`config.mk`:
```
export PLATFORM = sky130hd
export DESIGN_NAME = omsk_cell
export DESIGN_NICKNAME = d
export VERILOG_FILES = /design/src/omsk_pkg.sv /design/src/omsk_cell.sv
export SDC_FILE = /design/constraint.sdc
export NUM_CORES = 1
export LEC_CHECK = 0
export ABC_AREA = 1
export BUFFER_PORTS_ARGS = -buffer_cell sky130_fd_sc_hd__buf_4
export CAP_MARGIN = 10
export CORE_MARGIN = 3
export CORE_UTILIZATION = 46
export DETAILED_ROUTE_END_ITERATION = 6
export PLACE_DENSITY = 0.92
export REMOVE_ABC_BUFFERS = 1
export SETUP_SLACK_MARGIN = 0.15
export SYNTH_ARGS = -nofsm -noshare
export SYNTH_HDL_FRONTEND = slang
export SYNTH_SLANG_ARGS = --single-unit
```
`constraint.sdc`:
```
create_clock -name i_clk -period 3.3 [get_ports i_clk]
set_input_delay 0.33 -clock i_clk [delete_from_list [all_inputs] [get_ports i_clk]]
set_output_delay 0.33 -clock i_clk [all_outputs]
set_load 0.02 [all_outputs]
```
`src/omsk_pkg.sv`:
```
// ----------------------------------------------------------------------------
// omsk_pkg: shared types for the order statistic multiset
// Beat formats of both channels, status codes, cell control and FSM states.
// ----------------------------------------------------------------------------
package omsk_pkg;

    // operation codes of the input beat
    localparam logic [1:0] FUNC_INSERT = 2'd0;
    localparam logic [1:0] FUNC_ERASE  = 2'd1;
    localparam logic [1:0] FUNC_QUERY  = 2'd2;

    // result status codes
    localparam logic [1:0] STAT_OK       = 2'd0;
    localparam logic [1:0] STAT_FULL     = 2'd1;
    localparam logic [1:0] STAT_BAD_RANK = 2'd2;

    typedef struct packed {
        logic [1:0]         func;
        logic signed [31:0] key;
        logic [8:0]         rank;
    } t_in_beat;

    typedef struct packed {
        logic signed [31:0] value;
        logic [1:0]         status;
        logic [8:0]         size;
    } t_out_beat;

    // what every cell of the chain does this cycle
    typedef enum logic [1:0] {
        CELL_HOLD,
        CELL_INSERT,
        CELL_ERASE
    } t_cell_op;

    typedef struct packed {
        t_cell_op           op;
        logic signed [31:0] key;
    } t_cell_ctl;

    typedef enum logic [1:0] {
        S_IDLE,
        S_EXEC,
        S_QSEL
    } t_state;

endpackage

```
`src/omsk_cell.sv`:
```
// ----------------------------------------------------------------------------
// omsk_cell: one slot of the sorted key chain
// Holds one key, compares it with the broadcast key, and on insert takes the
// new key or its lower neighbor; on erase takes its upper neighbor.
// ----------------------------------------------------------------------------
module omsk_cell (
    input  logic               i_clk,
    input  omsk_pkg::t_cell_ctl i_ctl,
    input  logic               i_valid,
    input  logic signed [31:0] i_below_key,
    input  logic               i_below_stay,
    input  logic signed [31:0] i_above_key,
    output logic signed [31:0] o_key,
    output logic               o_stay,
    output logic               o_match
);
    import omsk_pkg::*;

    logic signed [31:0] r_key;
    logic signed [31:0] n_key;
    logic               w_ge;

    // compare against the broadcast key
    assign o_stay  = i_valid && (r_key <= i_ctl.key);
    assign w_ge    = i_valid && (r_key >= i_ctl.key);
    assign o_match = i_valid && (r_key == i_ctl.key);
    assign o_key   = r_key;

    // next key: shift up on insert, shift down on erase
    always_comb begin
        n_key = r_key;
        case (i_ctl.op)
            CELL_INSERT: begin
                if (!o_stay) begin
                    n_key = i_below_stay ? i_ctl.key : i_below_key;
                end
            end
            CELL_ERASE: begin
                if (w_ge) begin
                    n_key = i_above_key;
                end
            end
            default: n_key = r_key;
        endcase
    end

    always_ff @(posedge i_clk) begin
        r_key <= n_key;
    end

endmodule
```
==> results.json <==
{
  "status": "complete, no violations",
  "dp_hpwl_microns": 5895,
  "p_per_area_nw_per_um2": 347.3,
  "yosysTopAreaCellShare_pct": 36.89,
  "place.gp.congestion": 0.7617,
  "synthCells": 336,
  "drc": 0,
  "critPathBufInv": 2,
  "finalCritPeriodShare_pct": 73.12,
  "pre_cts_ws_ps": 992.7,
  "n_fill_cell": 442,
  "fp.dieArea_sq_um": 6602,
  "finalSetupViolations": 0,
  "tightest_slew_ps": 606.6,
  "grt_pass1_vias": 2691,
  "ys_ff_latch": 32,
  "clock_skew_ps": 8.866,
  "cts.path.max_buffers": 2,
  "critPathLaunchType": "flip-flop",
  "clockRootBuffer": "clkbuf_8",
  "synth.avg_cell_area_sq_um": 7.753,
  "cap_violations": 0,
  "antenna_cells": 0,
  "cp_cell_sequence": "ha_1, nand2_1, nor2_1, nand4_1, nor2_2, nand2_1, nor2_2, inv_2, nand2_1, buf_4",
  "io_buffers": 134,
  "layout-drive-gt1-share_pct": 32.69,
  "slowest_delay_ps": 400,
  "top_level_ports": 135,
  "tns_ps": 0,
  "cp.arrival_ps": 2080,
  "cp_max_fo": 2,
  "layout_common_cells": "138 x buf_4, 104 x nand2_1, 44 x inv_1",
  "largest_register_ff_count": 32,
  "drt_wl_total_microns": 7683,
  "crit_family": "simple AND/OR/NAND/NOR gates",
  "grt_use_total_pct": 23.06,
  "yosys.area.top_type": "edfxtp_1",
  "max_slew_margin_pct": 59.56,
  "die_x_microns": 81.26,
  "numCtsBuffers": 5,
  "detail_route.first_pass.iterations": 4,
  "htreeDepth": 2,
  "crit_slowest_cell": "edfxtp_1",
  "synth_area_sq_um": 2605,
  "route.vias.total": 2772,
  "drtAntennaViolNets": 0,
  "rows": 26,
  "area_delta_synth_final_pct": 44.62,
  "yosysUniqueCellTypes": 19,
  "clock_latency_ps": 290,
  "viasPerCell": 5.181,
  "ys_seq_area_share_pct": 36.89,
  "fin_ws_ps": 886.9,
  "routedWlPerCell_microns": 14.36,
  "antenna_found_initial": 0,
  "grt_max_degree": 63,
  "grt_pass1_wl_microns": 11650,
  "power_uw": 1309,
  "fin_util_pct": 71.05,
  "hold_buffers": 0,
  "overflow": 0,
  "rsz0062_at_grt": "no",
  "placeableCoreArea_sq_um": 5303,
  "tritoncts": "done",
  "crit_path_end_kind": "primary output",
  "ir_worst_vdd_mv": 0.2289,
  "initial_utilization_pct": 49.13,
  "p_leak_uw": 0.001956,
  "path_class": "reg -> out",
  "path_common_cell": "nand2_1",
  "cts.sinks": 32,
  "hold_violations": 0,
  "hold_path.class": "in -> reg",
  "ys_warn_count": 0,
  "clk_pin_slew_ps": 70,
  "synth_area_leaders": "edfxtp_1 37%, ha_1 15%, nand2_1 15%, o211ai_1 8.6%, inv_1 6.3%",
  "initialDrtViolationCount": 123,
  "cts_setup_buffers": 0,
  "required_ps": 2970,
  "die_h_microns": 81.26,
  "nets": 597,
  "max_freq_mhz": 414.4,
  "maxSlewViolCount": 0,
  "cts_resized": 0,
  "min_period_ps": 2413,
  "layout_commonest_cell": "buf_4"
}
per-stage QoR:
stage / instances / area (sq um) / hold slack, ps
after floorplan: 319 / 2536 / 543.8
final: 535 / 3767 / 341.7
after detailed placement: 527 / 3660 / 636.6
after CTS: 535 / 3767 / 335.1
after global placement: 527 / 3660 / 631.1
after global routing: 535 / 3767 / 343.7
final cells by class:
| cell class | instances | area (sq um) | share of cell area (%) |
|---|---|---|---|
| flip-flops and latches | 32 | 960.9 | 25.51 |
| clock inverters | 2 | 35.03 | 0.9299 |
| multi-input cells | 242 | 1406 | 37.33 |
| well taps | 70 | 87.58 | 2.325 |
| repair buffers | 138 | 1036 | 27.50 |
| clock buffers | 6 | 72.57 | 1.926 |
| inverters | 45 | 168.9 | 4.484 |
routing by layer:
layer  share of wire (%)  vias up  GRT usage, %
li1                    -     1387             -
met1                  37     1241         24.12
met2                  53      127         43.51
met3                 8.8       17         5.543
met4                 1.9        0         9.797
met5                   0        -             0
worst min-delay path, delay by kind of cell:
family | cells | cell delay [ps]
simple gates | 2 | 120
buf+inv | 1 | 80
worst paths after layout:
path	slack, ps	endpoint	cells after the start	start
min reg2reg	1230	o_key[28]$_DFFE_PP_	6	o_key[31]$_DFFE_PP_
max reg2reg	1020	o_key[24]$_DFFE_PP_	10	o_key[31]$_DFFE_PP_
min	340	o_key[23]$_DFFE_PP_	3	i_above_key[23]
max	890	o_stay	10	o_key[23]$_DFFE_PP_
Yosys cell counts:
cell	count
buf_2	4
inv_1	44
nor2_2	3
nand2_2	1
edfxtp_1	32
ha_1	32
o21a_1	2
nand3_1	33
a21oi_1	15
inv_2	1
a31oi_1	1
nand4_1	2
clkbuf_1	13
o21ai_0	3
nor2_1	13
a21o_1	1
nand2_1	104
nand3_2	2
o211ai_1	30
power by group:
part	internal [uW]	switching [uW]	total, uW
Sequential	494	17.8	512
Combinational	198	224	422
Clock	224	150	375
kinds of logic (layout without fill, tap and decap cells):
kind of cell | count (synthesis) | in the layout | synth area share [%]
AOI/OAI and AO/OA | 52 | 52 | 13.21
adders and majority gates | 32 | 32 | 15.37
buffers and inverters | 62 | 191 | 9.126
DFF | 32 | 32 | 36.89
and+or+nand+nor | 158 | 158 | 25.41
Power figures use the tool's default switching activity.
